--- config.mk ---
export PLATFORM = sky130hd
export DESIGN_NAME = utf8_last_hangul_classifier
export DESIGN_NICKNAME = d
export VERILOG_FILES = /design/src/sv/ulhc_pkg.sv /design/src/sv/ulhc_decoder.sv /design/src/sv/ulhc_split.sv /design/src/sv/utf8_last_hangul_classifier.sv
export SDC_FILE = /design/constraint.sdc
export NUM_CORES = 1
export LEC_CHECK = 0
export ABC_CLOCK_PERIOD_IN_PS = 5700
export BUFFER_PORTS_ARGS = -buffer_cell sky130_fd_sc_hd__buf_2
export CORE_MARGIN = 5
export CORE_UTILIZATION = 45
export DETAILED_ROUTE_END_ITERATION = 7
export MAX_ROUTING_LAYER = met4
export SLEW_MARGIN = 5
export SYNTH_ARGS = -nofsm -noshare
export SYNTH_HDL_FRONTEND = slang
export SYNTH_SLANG_ARGS = --single-unit
export TNS_END_PERCENT = 20
--- constraint.sdc ---
create_clock -name clock -period 5.7 [get_ports clock]
set_input_delay 1.425 -clock clock [delete_from_list [all_inputs] [get_ports clock]]
set_output_delay 1.425 -clock clock [all_outputs]
set_load 0.03 [all_outputs]
--- src/sv/ulhc_pkg.sv ---
// Shared constants and types for the UTF-8 last-Hangul classifier.
`default_nettype none
package ulhc_pkg;

   // Hangul syllable block
   localparam logic [15:0] HANGUL_FIRST = 16'hAC00;
   localparam logic [15:0] HANGUL_LAST  = 16'hD7A3;
   localparam int          FINAL_COUNT  = 28;
   localparam int          VOWEL_COUNT  = 21;

   // UTF-8 byte class masks and patterns
   localparam logic [7:0] ASCII_LIMIT  = 8'h80;
   localparam logic [7:0] CONT_MASK    = 8'hC0;
   localparam logic [7:0] CONT_PATTERN = 8'h80;
   localparam logic [7:0] LEAD2_MASK   = 8'hE0;
   localparam logic [7:0] LEAD2_PAT    = 8'hC0;
   localparam logic [7:0] LEAD3_MASK   = 8'hF0;
   localparam logic [7:0] LEAD3_PAT    = 8'hE0;
   localparam logic [7:0] LEAD4_MASK   = 8'hF8;
   localparam logic [7:0] LEAD4_PAT    = 8'hF0;
   localparam logic [5:0] PAYLOAD_MASK = 6'h3F;

   // Reciprocal multipliers: (x * RECIP) >> RECIP_SHIFT is exact over the ranges used
   localparam logic [11:0] RECIP7      = 12'd2341;   // x < 2793
   localparam logic [9:0]  RECIP21     = 10'd781;    // x < 399
   localparam int          RECIP_SHIFT = 14;

   localparam int OFFSET_W = 14;
   localparam int RSP_W    = 32;

   // End-of-string summary taken from the decoder state
   typedef struct packed {
      logic                decoded_ok;
      logic                syllable_seen;
      logic [OFFSET_W-1:0] offset;
   } ulhc_sum_type;

endpackage
`default_nettype wire

--- src/sv/ulhc_decoder.sv ---
// UTF-8 byte decoder that tracks the last Hangul syllable of a string.
`default_nettype none
module ulhc_decoder
   import ulhc_pkg::*;
(
   input  wire logic         clock,
   input  wire logic         reset,
   input  wire logic         accept,
   input  wire logic [7:0]   in_byte,
   output ulhc_sum_type      summary
);

   logic [17:0]         partial_ff, partial_in;
   logic [1:0]          pending_ff, pending_in;
   logic                failed_ff, failed_in;
   logic                have_ff, have_in;
   logic [OFFSET_W-1:0] offset_ff, offset_in;

   logic [23:0] cont_cp;
   logic [15:0] cp_offset;
   logic        cp_hangul;

   assign cont_cp   = {partial_ff, in_byte[5:0] & PAYLOAD_MASK};
   assign cp_hangul = (cont_cp >= {8'd0, HANGUL_FIRST}) && (cont_cp <= {8'd0, HANGUL_LAST});
   assign cp_offset = cont_cp[15:0] - HANGUL_FIRST;

   always_comb begin
      partial_in = partial_ff;
      pending_in = pending_ff;
      failed_in  = failed_ff;
      have_in    = have_ff;
      offset_in  = offset_ff;
      if (in_byte == 8'd0) begin
         partial_in = '0;
         pending_in = '0;
         failed_in  = 1'b0;
         have_in    = 1'b0;
         offset_in  = '0;
      end else if (failed_ff) begin
         // skip to end of string
      end else if (pending_ff != 2'd0) begin
         if ((in_byte & CONT_MASK) != CONT_PATTERN) begin
            failed_in  = 1'b1;
            pending_in = '0;
            partial_in = '0;
         end else begin
            pending_in = pending_ff - 2'd1;
            if (pending_ff == 2'd1) begin
               partial_in = '0;
               if (cp_hangul) begin
                  have_in   = 1'b1;
                  offset_in = cp_offset[OFFSET_W-1:0];
               end
            end else begin
               partial_in = cont_cp[17:0];
            end
         end
      end else if (in_byte < ASCII_LIMIT) begin
         // plain ASCII, never a syllable
      end else if ((in_byte & LEAD2_MASK) == LEAD2_PAT) begin
         partial_in = {13'd0, in_byte[4:0]};
         pending_in = 2'd1;
      end else if ((in_byte & LEAD3_MASK) == LEAD3_PAT) begin
         partial_in = {14'd0, in_byte[3:0]};
         pending_in = 2'd2;
      end else if ((in_byte & LEAD4_MASK) == LEAD4_PAT) begin
         partial_in = {15'd0, in_byte[2:0]};
         pending_in = 2'd3;
      end else begin
         failed_in = 1'b1;
      end
   end

   always_ff @(posedge clock) begin
      if (reset) begin
         partial_ff <= '0;
         pending_ff <= '0;
         failed_ff  <= 1'b0;
         have_ff    <= 1'b0;
         offset_ff  <= '0;
      end else if (accept) begin
         partial_ff <= partial_in;
         pending_ff <= pending_in;
         failed_ff  <= failed_in;
         have_ff    <= have_in;
         offset_ff  <= offset_in;
      end
   end

   always_comb begin
      summary.decoded_ok    = !failed_ff && (pending_ff == 2'd0);
      summary.syllable_seen = summary.decoded_ok && have_ff;
      summary.offset        = summary.syllable_seen ? offset_ff : '0;
   end

   // a failed string never has a sequence in flight
   a_fail_no_pending: assert property (@(posedge clock) disable iff (reset)
      failed_ff |-> (pending_ff == 2'd0 && partial_ff == '0))
      else $error("pending sequence after failure");

   // a zero byte always leaves a clean state
   a_zero_clears: assert property (@(posedge clock) disable iff (reset)
      (accept && in_byte == 8'd0) |=> (!failed_ff && !have_ff && pending_ff == 2'd0))
      else $error("state not cleared at end of string");

   // no partial code is held while no sequence is open
   a_partial_idle: assert property (@(posedge clock) disable iff (reset)
      (pending_ff == 2'd0) |-> (partial_ff == '0))
      else $error("stale partial code");

endmodule
`default_nettype wire

--- src/sv/ulhc_split.sv ---
// Result pipeline: splits the syllable offset into vowel and final indices.
`default_nettype none
module ulhc_split
   import ulhc_pkg::*;
(
   input  wire logic             clock,
   input  wire logic             reset,
   input  wire logic             in_valid,
   output logic                  in_ready,
   input  wire ulhc_sum_type     in_sum,
   output logic                  rsp_tvalid,
   input  wire logic             rsp_tready,
   output logic [RSP_W-1:0]      rsp_tdata
);

   logic va_ff, vb_ff, vc_ff, vd_ff;
   logic va_in, vb_in, vc_in, vd_in;
   logic ready_b, ready_c, ready_d;

   // stage A: summary
   ulhc_sum_type        a_ff;
   // stage B: offset / 28
   ulhc_sum_type        b_ff;
   logic [8:0]          b_q_ff, b_q_in;
   logic [23:0]         b_prod;
   // stage C: quotient / 21, final index
   ulhc_sum_type        c_ff;
   logic [8:0]          c_q_ff;
   logic [4:0]          c_qq_ff, c_qq_in;
   logic [4:0]          c_fin_ff, c_fin_in;
   logic [18:0]         c_prod;
   logic [OFFSET_W-1:0] c_fin_full;
   // stage D: output register
   logic [RSP_W-1:0]    d_ff, d_in;
   logic [8:0]          d_vowel_full;
   logic [4:0]          d_vowel;
   logic [15:0]         d_last;
   logic                d_pos, d_fvl;

   assign ready_d  = !vd_ff || rsp_tready;
   assign ready_c  = !vc_ff || ready_d;
   assign ready_b  = !vb_ff || ready_c;
   assign in_ready = !va_ff || ready_b;

   assign va_in = (in_valid && in_ready) ? 1'b1 : (ready_b ? 1'b0 : va_ff);
   assign vb_in = ready_b ? va_ff : vb_ff;
   assign vc_in = ready_c ? vb_ff : vc_ff;
   assign vd_in = ready_d ? vc_ff : vd_ff;

   assign b_prod = a_ff.offset[OFFSET_W-1:2] * RECIP7;
   assign b_q_in = b_prod[RECIP_SHIFT+8:RECIP_SHIFT];

   assign c_prod     = b_q_ff * RECIP21;
   assign c_qq_in    = c_prod[RECIP_SHIFT+4:RECIP_SHIFT];
   assign c_fin_full = b_ff.offset - OFFSET_W'(b_q_ff * FINAL_COUNT);
   assign c_fin_in   = c_fin_full[4:0];

   assign d_vowel_full = c_q_ff - 9'(c_qq_ff * VOWEL_COUNT);
   assign d_vowel      = d_vowel_full[4:0];
   assign d_last       = c_ff.syllable_seen ? (HANGUL_FIRST + {2'd0, c_ff.offset}) : 16'd0;
   assign d_pos        = c_ff.syllable_seen
                         && (d_vowel == 5'd0 || d_vowel == 5'd2 || d_vowel == 5'd8);
   assign d_fvl        = c_ff.syllable_seen && (c_fin_ff == 5'd0 || c_fin_ff == 5'd8);
   assign d_in = {2'b00, d_fvl, d_pos, c_fin_ff, d_vowel, d_last,
                  c_ff.syllable_seen, c_ff.decoded_ok};

   always_ff @(posedge clock) begin
      if (reset) begin
         va_ff <= 1'b0;
         vb_ff <= 1'b0;
         vc_ff <= 1'b0;
         vd_ff <= 1'b0;
      end else begin
         va_ff <= va_in;
         vb_ff <= vb_in;
         vc_ff <= vc_in;
         vd_ff <= vd_in;
      end
   end

   always_ff @(posedge clock) begin
      if (in_valid && in_ready) a_ff <= in_sum;
      if (ready_b) begin
         b_ff   <= a_ff;
         b_q_ff <= b_q_in;
      end
      if (ready_c) begin
         c_ff     <= b_ff;
         c_q_ff   <= b_q_ff;
         c_qq_ff  <= c_qq_in;
         c_fin_ff <= c_fin_in;
      end
      if (ready_d) d_ff <= d_in;
   end

   assign rsp_tvalid = vd_ff;
   assign rsp_tdata  = d_ff;

   a_index_range: assert property (@(posedge clock) disable iff (reset)
      vd_ff |-> (d_ff[22:18] < 5'(VOWEL_COUNT) && d_ff[27:23] < 5'(FINAL_COUNT)))
      else $error("syllable index out of range");

   a_seen_implies_ok: assert property (@(posedge clock) disable iff (reset)
      vd_ff |-> (!d_ff[1] || d_ff[0]) && (d_ff[1] || (d_ff[29:2] == '0)))
      else $error("result fields set without a syllable");

   a_stage_moves: assert property (@(posedge clock) disable iff (reset)
      (vc_ff && ready_d) |=> vd_ff)
      else $error("result lost between stages");

endmodule
`default_nettype wire

--- src/sv/utf8_last_hangul_classifier.sv ---
// Top level of the UTF-8 last-Hangul-syllable classifier.
// Throughput: one byte transaction per cycle while req_tready is high; the decoder state is registered.
// The result of a zero byte is offered on rsp after its transaction has passed
//   through a four-register pipe (summary, /28, /21 and final index, output register).
// Backpressure on rsp only stalls req once all four result registers are full.
// Reset (synchronous, active high) clears the decoder state and all pipeline valids.
`default_nettype none
module utf8_last_hangul_classifier
   import ulhc_pkg::*;
(
   input  wire logic             clock,
   input  wire logic             reset,
   // byte stream
   input  wire logic             req_tvalid,
   output logic                  req_tready,
   input  wire logic [7:0]       req_tdata,   // [7:0] in_byte
   // one result per string
   output logic                  rsp_tvalid,
   input  wire logic             rsp_tready,
   output logic [RSP_W-1:0]      rsp_tdata    // [0] decoded_ok, [1] syllable_seen,
                                              // [17:2] last_syllable, [22:18] vowel_index,
                                              // [27:23] coda_index, [28] positive_vowel,
                                              // [29] final_vowel_or_l, [31:30] zero
);

   logic         req_accept;
   logic         end_of_string;
   ulhc_sum_type summary;

   // a byte transaction completes; a zero byte also pushes a result
   assign req_accept    = req_tvalid && req_tready;
   assign end_of_string = req_accept && (req_tdata == 8'd0);

   // decoder state captures the string; summary reflects the state before this byte
   ulhc_decoder u_decoder (
      .clock   (clock),
      .reset   (reset),
      .accept  (req_accept),
      .in_byte (req_tdata),
      .summary (summary)
   );

   // result pipeline doubles as the skid buffer between req and rsp
   ulhc_split u_split (
      .clock      (clock),
      .reset      (reset),
      .in_valid   (end_of_string),
      .in_ready   (req_tready),
      .in_sum     (summary),
      .rsp_tvalid (rsp_tvalid),
      .rsp_tready (rsp_tready),
      .rsp_tdata  (rsp_tdata)
   );

endmodule
`default_nettype wire
## Yosys cells after proc, flatten, opt, wreduce, memory -nomap -nowiden

Index checks and enable logic that the tools add are counted.
Widths: inputs -> output; s select.

| word-level totals | value |
|---|---|
| flip-flop bits (word level) | 142 |
| bits in latches | 0 |
| RAM bits | 0 |
| memory bits (read-only) | 0 |
| input port bits | 12 |
| word-level logic and storage cells | 118 |
| memories kept | 0 |

| operators by class | value |
|---|---|
| $add $sub $neg | 5 |
| $mul | 4 |
| div/mod/pow operators | 0 |
| order comparisons | 3 |
| eq/ne operators | 11 |
| shift operators | 0 |
| muxes and demuxes | 39 |
| bitwise operators | 0 |
| reductions and logical operators | 32 |

Operators with widths:

| kind | number |
|---|---|
| $mux 18 | 9 |
| $mux 14 | 6 |
| $ge 24x16->1 const B | 1 |
| $le 24x16->1 const B | 1 |
| $mul 12x12->23 const B | 1 |
| $mul 9x10->19 const B | 1 |
| $add 16x14->16 const A | 1 |
| $mux 1 | 16 |
| $mux 2 | 8 |
| $sub 14x14->14 const B | 1 |
| $eq 5x4->1 const B | 2 |
| $logic_not 5->1 | 2 |
| $reduce_bool 2->1 | 5 |
| $sub 5x5->5 | 2 |
| $mul 9x3->3 const B | 1 |
| $logic_and 1x1->1 | 8 |
| $logic_not 8->1 | 1 |
| $lt 8x8->1 const B | 1 |
| $logic_or 1x1->1 | 7 |
| $ne 2x2->1 const B | 3 |
| $reduce_and 6->1 | 1 |
| $eq 5x2->1 const B | 1 |
| $eq 5x5->1 const B | 1 |
| $logic_not 1->1 | 5 |
| 9 further kinds | 9 |

## Depth between registers and ports, before layout

Gate-level depths: netlist of the first run.

| logic depth | value |
|---|---|
| depth in word-level cells | 9 |
| mapped depth | 15 |

## Modules after synthesis

A second synthesis of the first run with hierarchy kept.

| second synthesis, totals | value |
|---|---|
| cells, all modules | 741 |
| area, all modules | 8543.2 um^2 |

Modules (own cells, without submodules):

| module | times used | cells an instance | area an instance (um^2) | seq. area each (um^2) |
|---|---|---|---|---|
| ulhc_split | 1 | 513 | 6627.6 | 3083.0 |
| ulhc_decoder | 1 | 224 | 1890.6 | 720.7 |
| utf8_last_hangul_classifier | 1 | 4 | 25.0 | 0.0 |

## Worst setup path after synthesis of the first run

No wires, ideal clock.

| timing | value |
|---|---|
| path type | register to register |
| start point | register u_split.a_ff[4] in the netlist's numbering |
| end point | register u_split.b_q_ff[6] (data pin) |
| library setup time | 0.280 ns |
| data arrival time | 4.084 ns |
| required time | 5.420 ns |
| path slack | 1.336 ns |
| stages on the path, launching flop included | 16 |
| clock period less this slack | 4.364 ns |
| cell sequence | edfxtp_1 > ha_1 > inv_1 > fa_1 > inv_1 > fa_1 > inv_1 > fa_1 > inv_1 > ha_1 > and4_1 > o211a_1 > a211o_1 > a2111oi_2 > or3_1 > o211ai_1 |

| between the ends | value |
|---|---|
| longest elaborated chain between the ends | 1 |

Ends and longest elaborated chain:

| element | RTL line | text |
|---|---|---|
| from (decl) | ulhc_split.sv:21 | `ulhc_sum_type a_ff;` |
| from (signal assigned) | ulhc_split.sv:82 | `if (in_valid && in_ready) a_ff <= in_sum;` |
| $mul 12x12->23 | ulhc_split.sv:50 | `assign b_prod = a_ff.offset[OFFSET_W-1:2] * RECIP7;` |
| named net u_split.b_prod[20] | ulhc_split.sv:25 | `logic [23:0] b_prod;` |
| to (signal assigned) | ulhc_split.sv:85 | `b_q_ff <= b_q_in;` |
| to (decl) | ulhc_split.sv:24 | `logic [8:0] b_q_ff, b_q_in;` |

The timed path passes the listed nets, and every way through them passes these cells.
A chain may end at the register's enable or synchronous reset.

## Worst setup path after layout of the first run

| timing | value |
|---|---|
| start point | register u_split.a_ff[7] in the netlist's numbering |
| end point | register u_split.b_q_ff[6] (data pin) |

The elaborated chain is that of the path after synthesis.

==> results by stage, run 1 <==
Run status:
- The run finished with clean final reports.

Power and ir drop:
- The proportion of power drawn by flip-flops and latches is 0.473.
- The fraction of power consumed by the clock network is 0.500.
- In this run the power spent charging and discharging nets is ~0.00053 W.
- In this run the power density over the cells is about 240 nW/um^2.
- The internal power of the cells is roughly 0.0018 W.
- The switching portion of total power is 0.2295.
- The worst IR drop on VDD is around 0.23 mV.
- The share of total power dissipated in combinational logic is 0.027.
- The reported leakage power is 4.954 nW.

Placement:
- The half-perimeter wire length after detailed placement is between 10 and 15 mm.
- The number of buffers inserted by port buffering is 43.
- The number of cells in the design after placement is slightly above 1,000.
- At the end of routability-driven placement, the weighted congestion stood at ~0.86.

GRT:
- The number of antenna violations at the first check in global routing is 0.
- The global-route usage over all layers is 0.1519.
- The pin count of the biggest net entering global routing is between 40 and 50.
- The wire length of the first global-routing pass is between 20 and 30 mm.
- The via count of the first global-routing pass is 5,577.
- For this run the aggregate overflow at the end of global routing stands at 0.

STA:
- Derived from the worst setup path, the maximum achievable clock frequency is between 200 and 250 MHz.
- Of the available clock period, the critical path in the final layout requires 0.8138.
- The normalized max-slew margin is 0.2304.
- The worst-margin pin slew is about 1.2 ns.
- The minimum period implied by the final worst setup slack is roughly 4.6 ns.
- The final-layout setup total negative slack is 0 ns.
- The final setup violation count is 0.
- The final number of hold-violating endpoints is 0.
- The max-slew violation count is 0.
- Setup repair after global routing left no endpoint under its margin.
- On the final layout, the worst clock skew is roughly 0.0090 ns.

Logic synthesis:
- The largest area contributor in the netlist is edfxtp_1.
- The share of flip-flops with an asynchronous set or reset after synthesis is 0.
- Counting flops with a built-in enable in the synthesized netlist gives 100.
- Of the synthesized area, sequential elements account for 0.4449.
- Summing every instance area after synthesis gives 8549 um^2.
- In the post-synthesis netlist, the biggest area contributors are edfxtp_1 35%, ha_1 19%, dfxtp_1 9.4%.
- Among all flip-flop cells after synthesis, the most frequent one is edfxtp_1.
- The mux share of post-synthesis cell area is 0.01829.
- Yosys printed 0 warnings.
- The fraction of the mapped netlist area in adder cells is 0.2649.
- The average instance area after synthesis is approximately 11 um^2.
- The post-synthesis cell type count is 58.
- Counting every instance in the synthesized netlist gives 755.
- The synthesized-area fraction occupied by ao, oa, aoi and oai cells was 0.06820.
- By area, the combinational part of the netlist is dominated by adder cells.
- The simple-gate area share of the yosys netlist is 0.1079.
- The flop and latch count out of synthesis is 140.
- The area share of the largest cell type after synthesis is 0.3512.
- Of the total synthesized cell area, the portion taken by XOR and XNOR cells is 0.03176.

Setup path:
- STA classifies the critical path endpoint as a flip-flop.
- The number of buffers and inverters on the critical path is 4.
- STA classifies the critical path startpoint as a flip-flop.
- The classification of the worst setup path is reg2reg.
- The worst-case reg-to-reg path depth is 15.
- Along the worst path, the maximum fanout reaches 5.
- The startpoint of the worst register-to-register path is u_split.a_ff[7].
- In this run the critical register-to-register path is captured at u_split.b_q_ff[6].
- Broken down by cell family, the worst path's largest delay share belongs to adder cells.
- Walking the worst path, the cells encountered are ha_1 -> inv_1 -> fa_1 -> inv_1 -> fa_1 -> inv_1 -> fa_1 -> inv_1 -> ha_1 -> and4_1 -> o211a_1 -> a211o_1 -> a2111oi_2 -> or3_1 -> o211ai_1.
- The data arrival time at the worst-slack endpoint is between 4 and 5 ns.
- The library cell appearing most often on the critical path is inv_1.
- The worst setup slack for register-to-register paths is 1.06 ns.
- The slowest stage cell on the critical path is fa_1.
- At the worst endpoint, the required time is slightly below 6 ns.
- The largest stage delay on the critical path is ~0.52 ns.

Clock tree:
- The count of hold-fix buffers inserted at cts is 0.
- The level count of the clock H-tree is 4.
- The number of clock sinks seen by CTS is 140.
- The clock-pin transition on the worst setup and hold timing paths is ~0.070 ns.
- The clock tree from TritonCTS is done.
- The post-CTS setup-driven buffer insertion count is 0.
- The CTS buffer count is 17.
- The tree is rooted in a clkbuf_16.
- The post-cts sizing count is 0.
- The clock passes through at most 2 buffers.
- For the worst-skew pair, the clock arrives at the later sink with an insertion delay of 0.42 ns.

Min path:
- The path class of the tightest hold or removal check is reg2reg.
- The worst hold path passes through 0 cells.
- The worst hold path begins at u_split.b_ff[14].
- The endpoint with the worst hold slack is u_split.c_ff[14].

Die:
- For this configuration, the core starts out at a cell density of 0.4571.
- For this design the top-level I/O count stands at 46.
- From left edge to right edge, the die measures between 100 and 150 um.
- The die footprint is roughly 22,000 um^2.
- The die boundary height is 147.8 um.
- The placeable core region is about 19,000 um^2.
- The floorplan has 50 rows.

Route:
- In the final routing, the length of wire on met1 measures roughly 7.2 mm.
- After detailed routing, the met2 layer carries around 7.6 mm of wire.
- The top layer reached by signal wires is met4.
- The total via count in the routed design is approximately 5,400.
- In this run the remaining antenna-violating nets after routing total 0.
- The vias per cell is 5.206.
- In the final routed layout, each cell accounts on average for about 15 um.
- The first-iteration detailed-routing DRC count is between 200 and 300.
- After detailed routing, the total wire length is ~15 mm.
- The first detailed-routing pass ran for 6 iterations.
- The met3 layer wire length in the routed design is around 470 um.
- After detailed routing, the number of remaining DRC violations is 0.

Finish:
- The total inserted antenna cells is 0.
- After filler insertion, the fill cell instance count of the layout stands at around 1,600.
- Of the cells placed in the final design, the portion with a size suffix greater than 1 is 0.1073.
- The commonest non-fill, non-tap cell in the layout is ha_1.
- The final cell count without fillers is around 1,000.
- The top cell types in the final layout, fill and taps aside, are 133 x ha_1, 118 x inv_1, 100 x edfxtp_1.
- Compared with the post-synthesis result, the final layout area differs by 12.18%.
- The number of nets in the final layout is just under 1,000.

Flow run:
- The count of maximum capacitance violations is 0.
## flip-flops by register name, indices dropped and copies added (netlist names)
signal,count
u_decoder.failed_ff,1
u_decoder.have_ff,1
u_decoder.offset_ff,14
u_decoder.partial_ff,18
u_decoder.pending_ff,2
u_split.a_ff,16
u_split.b_ff,16
u_split.b_q_ff,9
u_split.c_ff,14
u_split.c_fin_ff,5
u_split.c_q_ff,5
u_split.c_qq_ff,5
u_split.rsp_tdata,30
u_split.rsp_tvalid,1
u_split.va_ff,1
u_split.vb_ff,1
u_split.vc_ff,1
## cell usage after synthesis, types with 13 or more instances
master,n
inv_1,118
clkbuf_1,13
and3_1,17
edfxtp_1,100
nor2_1,38
nand3_1,22
dfxtp_1,40
a21oi_1,40
xnor2_1,24
nand2_1,36
ha_1,133
fa_1,30
and2_1,19
## cells by family after synthesis
group / count (synthesis)
adder cells (fa/ha/maj): 163
other: 1
AND/OR/NAND/NOR: 177
buffers and inverters: 139
AO/OA/AOI/OAI: 90
flip-flops: 140
multiplexers: 14
XOR/XNOR: 31
## metrics by stage
step	util	setup WS [ns]	hold WS, ns	instance area [um^2]	power (W)
2_1_floorplan	-	1.336	0.4003	8553	0.001150
3_3_place_gp	0.4794	1.128	0.4006	8967	0.001165
3_5_place_dp	0.4794	1.051	0.4045	8967	0.001168
4_1_cts	0.5127	1.037	0.4187	9590	0.002317
5_1_grt	0.5127	0.8212	0.4229	9590	0.002369
6_report	0.5127	1.062	0.4166	9590	0.002293
## how the worst max path moves through the flow
stage          cells past startpoint            start           endpoint  slack [ns]
6_report                          15  u_split.a_ff[7]  u_split.b_q_ff[6]        1.06
5_1_grt                           15  u_split.a_ff[4]  u_split.b_q_ff[6]        0.82
4_1_cts                           15  u_split.a_ff[7]  u_split.b_q_ff[6]        1.04
3_5_place_dp                      15  u_split.a_ff[7]  u_split.b_q_ff[6]        1.05
3_3_place_gp                      15  u_split.a_ff[4]  u_split.b_q_ff[6]        1.13
2_1_floorplan                     15  u_split.a_ff[4]  u_split.b_q_ff[6]        1.34
## power groups by stage
| stage | Clock (W) | Sequential [W] | Combinational [W] |
|---|---|---|---|
| after floorplan | 0 | 0.00110 | 0.0000446 |
| after global placement | 0 | 0.00111 | 0.0000594 |
| after detailed placement | 0 | 0.00111 | 0.0000614 |
| after CTS | 0.00117 | 0.00108 | 0.0000618 |
| after global routing | 0.00121 | 0.00108 | 0.0000704 |
| final | 0.00115 | 0.00108 | 0.0000623 |
## layout make-up
class / count / area [um^2] / share of cell area
clock buffer: 17 / 425.4 / 0.04436
clock inverter: 15 / 197.7 / 0.02061
inverter: 118 / 442.9 / 0.04618
multi-input combinational: 477 / 4205 / 0.4385
sequential: 140 / 3804 / 0.3966
tap: 234 / 292.8 / 0.03053
timing repair buffer: 44 / 222.7 / 0.02322
## metal layers
layer	GRT usage	vias up
li1	-	2707
met1	0.1935	2628
met2	0.2450	82
met3	0.02974	23
met4	0.05081	0
met5	-	-
Power figures use the tool's default switching activity.
==> inputs of run 2 (changes only) <==
ABC_CLOCK_PERIOD_IN_PS = 3800   (was 5700)
clock period = 3.8 ns   (was 5.7 ns; I/O delays follow)
==> run 2 against run 1 <==
Net effect: the flow now finishes with violations (setup timing); first-iteration DRC count is 9.5% higher; critical path depth is 1 lower; count of clock-buffer cells in the layout is 1 higher; core utilization is 2.7 points higher; global-route usage is 0.78 points higher; hold slack worse by 0.0058 ns; via count is 3.5% higher.
==> results by stage, run 2 (synthesis results as in run 1) <==
Run status:
- Status: complete, but fails checks (was finished clean).
- The checks that failed: setup timing.

Finish:
- The commonest non-fill, non-tap cell in the layout is ha_1 (unchanged).
- The total inserted antenna cells was 0 (unchanged).
- The number of flip-flops in the largest register was 30 (unchanged).
- The post-synthesis to final-layout area growth is 18.00% (was 12.18%).
- Most frequent cells in the layout: 121 x ha_1, 115 x inv_1, 100 x edfxtp_1 (was 133 x ha_1, 118 x inv_1, 100 x edfxtp_1).
- The number of nets in the final layout was 1,023 (was 973).
- The number of filler instances in the final layout is 1,573 (was 1,594).
- The proportion of layout cells with a drive suffix above 1 is 0.1847 (was 0.1073).
- The final standard cell area without fillers is 10,090 um^2 (was 9590 um^2).
- The fraction of the core area covered by cells at the end of the flow is 0.5393 (was 0.5127).

Placement:
- The post-placement cell area is 9338 um^2 (was 8967 um^2).
- The half-perimeter wire length after detailed placement is 12.64 mm (was 11.99 mm).
- The worst slack after detailed placement is -0.4319 ns (was 1.051 ns).
- The number of buffers inserted by port buffering is 43 (unchanged).
- The weighted congestion at the end of routability-driven global placement came to 0.8885 (was 0.8626).

Setup path:
- The startpoint of the worst register-to-register path was u_split.a_ff[7] (unchanged).
- The critical register-to-register path endpoint was u_split.b_q_ff[5] (was u_split.b_q_ff[6]).
- The startpoint class of the critical path is a flip-flop (unchanged).
- The required arrival time at the worst endpoint came to 3.95 ns (was 5.85 ns).
- The cell class contributing the biggest share of worst-path delay is adder cells (unchanged).
- The slowest stage cell on the critical path is fa_1 (unchanged).
- The maximum fanout encountered on the critical timing path is 4 (was 5).
- The worst setup slack for register-to-register paths was -0.43 ns (was 1.06 ns).
- The buffers plus inverters on the worst setup path came to 3 (was 4).
- The data arrival time at the worst-slack endpoint was 4.38 ns (was 4.79 ns).
- The largest stage delay on the critical path came to 0.53 ns (was 0.52 ns).
- The classification of the worst setup path is reg2reg (unchanged).
- CP cell instances: buf_4 -> ha_1 -> ha_1 -> ha_1 -> inv_1 -> fa_1 -> inv_1 -> ha_1 -> a211oi_2 -> o211ai_1 -> a211o_1 -> a2111oi_4 -> o41ai_2 -> xor2_1 (was ha_1 -> inv_1 -> fa_1 -> inv_1 -> fa_1 -> inv_1 -> fa_1 -> inv_1 -> ha_1 -> and4_1 -> o211a_1 -> a211o_1 -> a2111oi_2 -> or3_1 -> o211ai_1).
- The capturing element type of the critical path was a flip-flop (unchanged).
- The worst-case reg-to-reg path depth is 14 (was 15).
- The library cell appearing most often on the critical path is ha_1 (was inv_1).

GRT:
- The wire length of the first global-routing pass is 27.40 mm (was 26.32 mm).
- The aggregate global routing overflow was 0 (unchanged).
- The pin count of the biggest net entering global routing is 41 (unchanged).
- The via count of the first global-routing pass is 5,779 (was 5,577).
- The number of antenna violations at the first check in global routing is 0 (unchanged).
- The global-route usage over all layers is 0.1597 (was 0.1519).

STA:
- The final number of hold-violating endpoints is 0 (unchanged).
- Unrepaired setup endpoints after global routing: true (was false).
- The post-route worst hold slack came to 0.4108 ns (was 0.4166 ns).
- The normalized max-slew margin is 0.2871 (was 0.2304).
- The worst setup margin came to -0.4265 ns (was 1.062 ns).
- The minimum period implied by the final worst setup slack is 4.227 ns (was 4.638 ns).
- The final setup violation count was 8 (was 0).
- The part of the cycle the worst path needs is 1.112 (was 0.8138).
- The worst-margin pin slew is 1.068 ns (was 1.152 ns).
- The maximum frequency from static timing analysis is 236.6 MHz (was 215.6 MHz).
- The largest clock skew in the final design was 0.007402 ns (was 0.009030 ns).
- The max-slew violation count is 0 (unchanged).

Clock tree:
- The level count of the clock H-tree is 4 (unchanged).
- The CTS buffer count is 17 (unchanged).
- The clock-pin transition on the worst setup and hold timing paths was 0.06 ns (was 0.07 ns).
- The root cell of the clock tree is clkbuf_16 (unchanged).
- The count of hold-fix buffers inserted at cts is 0 (unchanged).
- The later-pin clock latency in the skew report is 0.42 ns (about the same).
- The clock tree from TritonCTS is done (unchanged).
- The maximum buffer depth of the clock tree is 2 (unchanged).
- The number of clock sinks seen by CTS is 140 (unchanged).

Power and ir drop:
- The share of power burned in combinational logic is 0.028 (was 0.027).
- The switching portion of total power is 0.2297 (was 0.2295).
- The power density over the cells is 331.4 nW/um^2 (was 239.0 nW/um^2).
- The worst IR drop on VDD is 0.2378 mV (was 0.2252 mV).
- The fraction of power consumed by the clock network came to 0.486 (was 0.500).
- The reported leakage power came to 5.177 nW (was 4.954 nW).
- The internal power of the cells is 0.002575 W (was 0.001766 W).
- The proportion of power drawn by flip-flops and latches was 0.487 (was 0.473).
- The overall power after layout came to 0.003343 W (was 0.002293 W).
- The power dissipated by switching net loads is 0.0007680 W (was 0.0005261 W).

Flow run:
- The count of maximum capacitance violations is 0 (unchanged).

Route:
- The post-detailed-route DRC marker count is 0 (unchanged).
- The length of the first detailed-routing pass in iterations is 4 (was 6).
- The number of nets with antenna violations after detailed routing came to 0 (unchanged).
- The vias per cell is 5.142 (was 5.206).
- The final routed wirelength across all metal layers is 16.37 mm (was 15.44 mm).
- The first-iteration detailed-routing DRC count is 322 (was 294).
- The routed wirelength normalized by instance count is 14.95 um (was 14.77 um).
- The total via count in the routed design is 5,631 (was 5,440).

Min path:
- The type of the worst min-delay path is reg2reg (unchanged).
- The endpoint with the worst hold slack is u_split.c_ff[10] (was u_split.c_ff[14]).
- The cell count of the worst hold path came to 0 (unchanged).
- The startpoint of the lowest-slack hold path was u_split.b_ff[10] (was u_split.b_ff[14]).

Die:
- The effective utilization at floorplan is 0.4571 (unchanged).
- The I/O pin count was 46 (unchanged).
- The placeable core region was 18,710 um^2 (unchanged).
- The die footprint was 21,860 um^2 (unchanged).
- The number of placement rows is 50 (unchanged).
- The die span in x is 147.8 um (unchanged).
- The die boundary height is 147.8 um (unchanged).
run 2: cell types whose count changed in the layout (fill, tap and decap cells not counted), sizes merged:
cell / previous run / this run
clkinvlp: 1 / 2
clkbuf: 17 / 18
clkinv: 4 / 2
inv: 126 / 127
bufinv: 2 / 1
buf: 44 / 94
run 2: worst max-delay path by stage:
stage,startpoint,endpoint,slack (ns),cells past startpoint
after floorplan,u_split.a_ff[7],u_split.b_q_ff[6],-0.33,15
after global placement,u_split.a_ff[6],u_split.b_q_ff[6],-0.41,13
after detailed placement,u_split.a_ff[3],u_split.b_q_ff[6],-0.43,13
after CTS,u_split.a_ff[3],u_split.b_q_ff[6],-0.45,13
after global routing,u_split.a_ff[7],u_split.b_q_ff[5],-0.60,14
final,u_split.a_ff[7],u_split.b_q_ff[5],-0.43,14
run 2: final cells by class:
type | count | area, um^2 | area share
multi-input cells | 477 | 4365 | 0.4327
clock buffers | 18 | 429.2 | 0.04254
flip-flops and latches | 140 | 3804 | 0.3770
clock inverters | 14 | 152.6 | 0.01513
well taps | 234 | 292.8 | 0.02902
repair buffers | 94 | 601.8 | 0.05966
inverters | 118 | 442.9 | 0.04390
run 2: power groups by stage:
| stage | sequential (W) | combinational [W] | clock [W] |
|---|---|---|---|
| finish | 0.00163 | 0.0000930 | 0.00162 |
| global route | 0.00163 | 0.000102 | 0.00173 |
| CTS | 0.00163 | 0.0000912 | 0.00166 |
| detailed placement | 0.00166 | 0.0000908 | 0 |
| global placement | 0.00166 | 0.0000879 | 0 |
| floorplan | 0.00166 | 0.0000669 | 0 |
run 2: through the flow:
step	setup TNS (ns)	std cells
floorplan	-1.246	756
global placement	-2.084	1058
detailed placement	-2.491	1058
CTS	-2.230	1090
global route	-3.384	1095
finish	-1.833	1095
run 2: routing by layer:
metal / up-vias / GRT usage / wire, um
met4: 0 / 0.04850 / 237
met5: - / - / 0
met1: 2712 / 0.2023 / 7421
li1: 2803 / - / -
met2: 97 / 0.2604 / 8060
met3: 19 / 0.03250 / 648
run 2: repair_timing:
| action | in CTS | in global routing |
|---|---|---|
| endpoints found under the setup margin | 13 | 13 |
| buffers inserted | 0 | 5 |
| resized for setup | 7 | 17 |
| pin swaps | 1 | 8 |
run 2: worst register-to-register path: cells and delay by family, from the launching register on:
| family | cells | cell delay, ns |
|---|---|---|
| adders and majority gates | 5 | 1.74 |
| AOI/OAI and AO/OA | 5 | 1.36 |
| DFF | 1 | 0.43 |
| buffers and inverters | 3 | 0.28 |
| xor gates and xnor gates | 1 | 0.16 |
==> inputs of run 3 (changes only) <==
CORE_MARGIN = unset   (was 5)
==> run 3 against run 2 <==
Net effect: the flow still finishes with violations (setup timing); design area barely moved; first-iteration DRC count down 1.9%; largest cell class unchanged; non-clock buffer count unchanged.
==> results by stage, run 3 (synthesis results as in run 1) <==
Finish:
- The total inserted antenna cells is 0 (unchanged).
- The commonest non-fill, non-tap cell in the layout is ha_1 (unchanged).
- The number of nets in the final layout came to 1,023 (unchanged).
- The number of filler instances in the final layout is 1,605 (was 1,573).
- The proportion of layout cells with a drive suffix above 1 came to 0.1800 (was 0.1847).
- The number of flip-flops in the largest register was 30 (unchanged).
- The final cell count without fillers is 1,095 (unchanged).
- The post-synthesis to final-layout area growth is 18.02% (was 18.00%).
- Most frequent cells in the layout: 128 x ha_1, 114 x inv_1, 100 x edfxtp_1 (was 121 x ha_1, 115 x inv_1, 100 x edfxtp_1).

Die:
- The die span in x is 139.8 um (was 147.8 um).
- The die footprint came to 19,550 um^2 (was 21,860 um^2).
- The effective utilization at floorplan was 0.4586 (was 0.4571).
- The number of placement rows was 50 (unchanged).
- The I/O pin count came to 46 (unchanged).
- The placeable core region is 18,640 um^2 (was 18,710 um^2).
- The die boundary height is 139.8 um (was 147.8 um).

Run status:
- Violated checks: setup timing (unchanged).
- Status: complete, but fails checks (unchanged).

STA:
- The worst-margin pin slew is 1.117 ns (was 1.068 ns).
- Unrepaired setup endpoints after global routing: true (unchanged).
- The part of the cycle the worst path needs is 1.095 (was 1.112).
- The final setup violation count was 10 (was 8).
- The minimum period implied by the final worst setup slack came to 4.160 ns (was 4.227 ns).
- The worst setup margin is -0.3604 ns (was -0.4265 ns).
- The normalized max-slew margin came to 0.2544 (was 0.2871).
- The largest clock skew in the final design was 0.009810 ns (was 0.007402 ns).
- The max-slew violation count is 0 (unchanged).
- The final number of hold-violating endpoints is 0 (unchanged).
- The maximum frequency from static timing analysis is 240.4 MHz (was 236.6 MHz).
- The post-route worst hold slack was 0.4162 ns (was 0.4108 ns).

GRT:
- The wire length of the first global-routing pass is 27.32 mm (was 27.40 mm).
- The global-route usage over all layers is 0.1822 (was 0.1597).
- The pin count of the biggest net entering global routing is 41 (unchanged).
- The aggregate global routing overflow was 0 (unchanged).
- The number of antenna violations at the first check in global routing came to 0 (unchanged).
- The via count of the first global-routing pass is 5,817 (was 5,779).

Route:
- The number of nets with antenna violations after detailed routing is 0 (unchanged).
- The total via count in the routed design is 5,639 (was 5,631).
- The final routed wirelength across all metal layers is 16.16 mm (was 16.37 mm).
- The routed wirelength normalized by instance count came to 14.75 um (was 14.95 um).
- The length of the first detailed-routing pass in iterations is 5 (was 4).
- The vias per cell came to 5.150 (was 5.142).
- The first-iteration detailed-routing DRC count was 316 (was 322).
- The post-detailed-route DRC marker count is 0 (unchanged).

Clock tree:
- The clock-pin transition on the worst setup and hold timing paths is 0.07 ns (was 0.06 ns).
- The later-pin clock latency in the skew report is 0.42 ns (about the same).
- The root cell of the clock tree was clkbuf_16 (unchanged).
- The clock tree from TritonCTS is done (unchanged).
- The maximum buffer depth of the clock tree is 2 (unchanged).
- The number of clock sinks seen by CTS is 140 (unchanged).
- The level count of the clock H-tree is 4 (unchanged).
- The CTS buffer count is 17 (unchanged).

Setup path:
- The classification of the worst setup path is reg2reg (unchanged).
- The startpoint class of the critical path is a flip-flop (unchanged).
- The capturing element type of the critical path is a flip-flop (unchanged).
- The maximum fanout encountered on the critical timing path is 3 (was 4).
- The worst-case reg-to-reg path depth was 15 (was 14).
- The startpoint of the worst register-to-register path is u_split.a_ff[7] (unchanged).
- The startpoint of the worst setup timing path is u_split.a_ff[7] (unchanged).
- The worst setup slack for register-to-register paths came to -0.36 ns (was -0.43 ns).
- The data arrival time at the worst-slack endpoint was 4.29 ns (was 4.38 ns).
- The required arrival time at the worst endpoint is 3.93 ns (was 3.95 ns).

Placement:
- The number of buffers inserted by port buffering is 43 (unchanged).
- The half-perimeter wire length after detailed placement was 12.64 mm (about the same).
- The weighted congestion at the end of routability-driven global placement is 0.8822 (was 0.8885).
- The number of cells in the design after placement came to 1,057 (was 1,058).

Min path:
- The cell count of the worst hold path is 0 (unchanged).
- The startpoint of the lowest-slack hold path is u_split.b_ff[14] (was u_split.b_ff[10]).
- The type of the worst min-delay path is reg2reg (unchanged).

Power and ir drop:
- The power density over the cells is 340.6 nW/um^2 (was 331.4 nW/um^2).
- The worst IR drop on VDD is 0.3362 mV (was 0.2378 mV).
- The reported leakage power is 5.239 nW (was 5.177 nW).

Flow run:
- The count of maximum capacitance violations is 0 (unchanged).
-- run 3: report_power, final --
group	internal [W]	switching, W
combinational	0.0000251	0.0000698
sequential	0.00162	0.00000598
clock	0.00100	0.000711
total	0.00265	0.000787
-- run 3: path summary, 6_finish.rpt --
| path | to |
|---|---|
| worst min register to register | u_split.c_ff[14] |
| worst max register to register | u_split.b_q_ff[6] |
| worst min-delay path | u_split.c_ff[14] |
| worst max-delay path | u_split.b_q_ff[6] |
-- run 3: final cells by class --
| class | instances | area, um^2 | share of cell area |
|---|---|---|---|
| clock buffers | 17 | 425.4 | 0.04216 |
| clock inverters | 15 | 196.4 | 0.01947 |
| inverters | 118 | 442.9 | 0.04390 |
| repair buffers | 94 | 601.8 | 0.05965 |
| flip-flops and latches | 140 | 3804 | 0.3770 |
| multi-input cells | 477 | 4327 | 0.4288 |
| well taps | 234 | 292.8 | 0.02902 |
-- run 3: worst max-delay path, stage by stage, from the launching register on --
cell and delay [ns]:
edfxtp_1 0.43, ha_4 0.30, inv_2 0.03, fa_1 0.47, inv_1 0.05, fa_1 0.47, inv_1 0.05, fa_1 0.48
inv_2 0.04, ha_4 0.20, and4_1 0.19, o211a_1 0.14, a211o_1 0.34, a2111oi_4 0.38, or3_4 0.21, o211ai_1 0.08
-- run 3: timing repair --
action / 4_1_cts / 5_1_grt
hold buffers: 0 / 0
resized for setup: 10 / 9
pin swaps: 16 / 15
endpoints found under the setup margin: 13 / 14
setup buffers: 4 / 2
-- run 3: through the flow --
stage	util	TNS (ns)	instance area, um^2	total power, W	setup WS [ns]
after floorplan	-	-1.246	8586	0.001724	-0.3342
after global placement	0.5005	-2.093	9330	0.001749	-0.4178
after detailed placement	0.5005	-2.721	9330	0.001752	-0.4880
after CTS	0.5383	-2.054	10040	0.003475	-0.4439
after global routing	0.5412	-4.177	10090	0.003547	-0.4918
final	0.5412	-2.013	10090	0.003437	-0.3604
-- run 3: routing by layer --
metal / global-route usage / up-vias / wire, um
li1: - / 2815 / -
met1: 0.2237 / 2700 / 7422
met2: 0.3016 / 109 / 8022
met3: 0.03923 / 15 / 521
met4: 0.05263 / 0 / 189
met5: - / - / 0
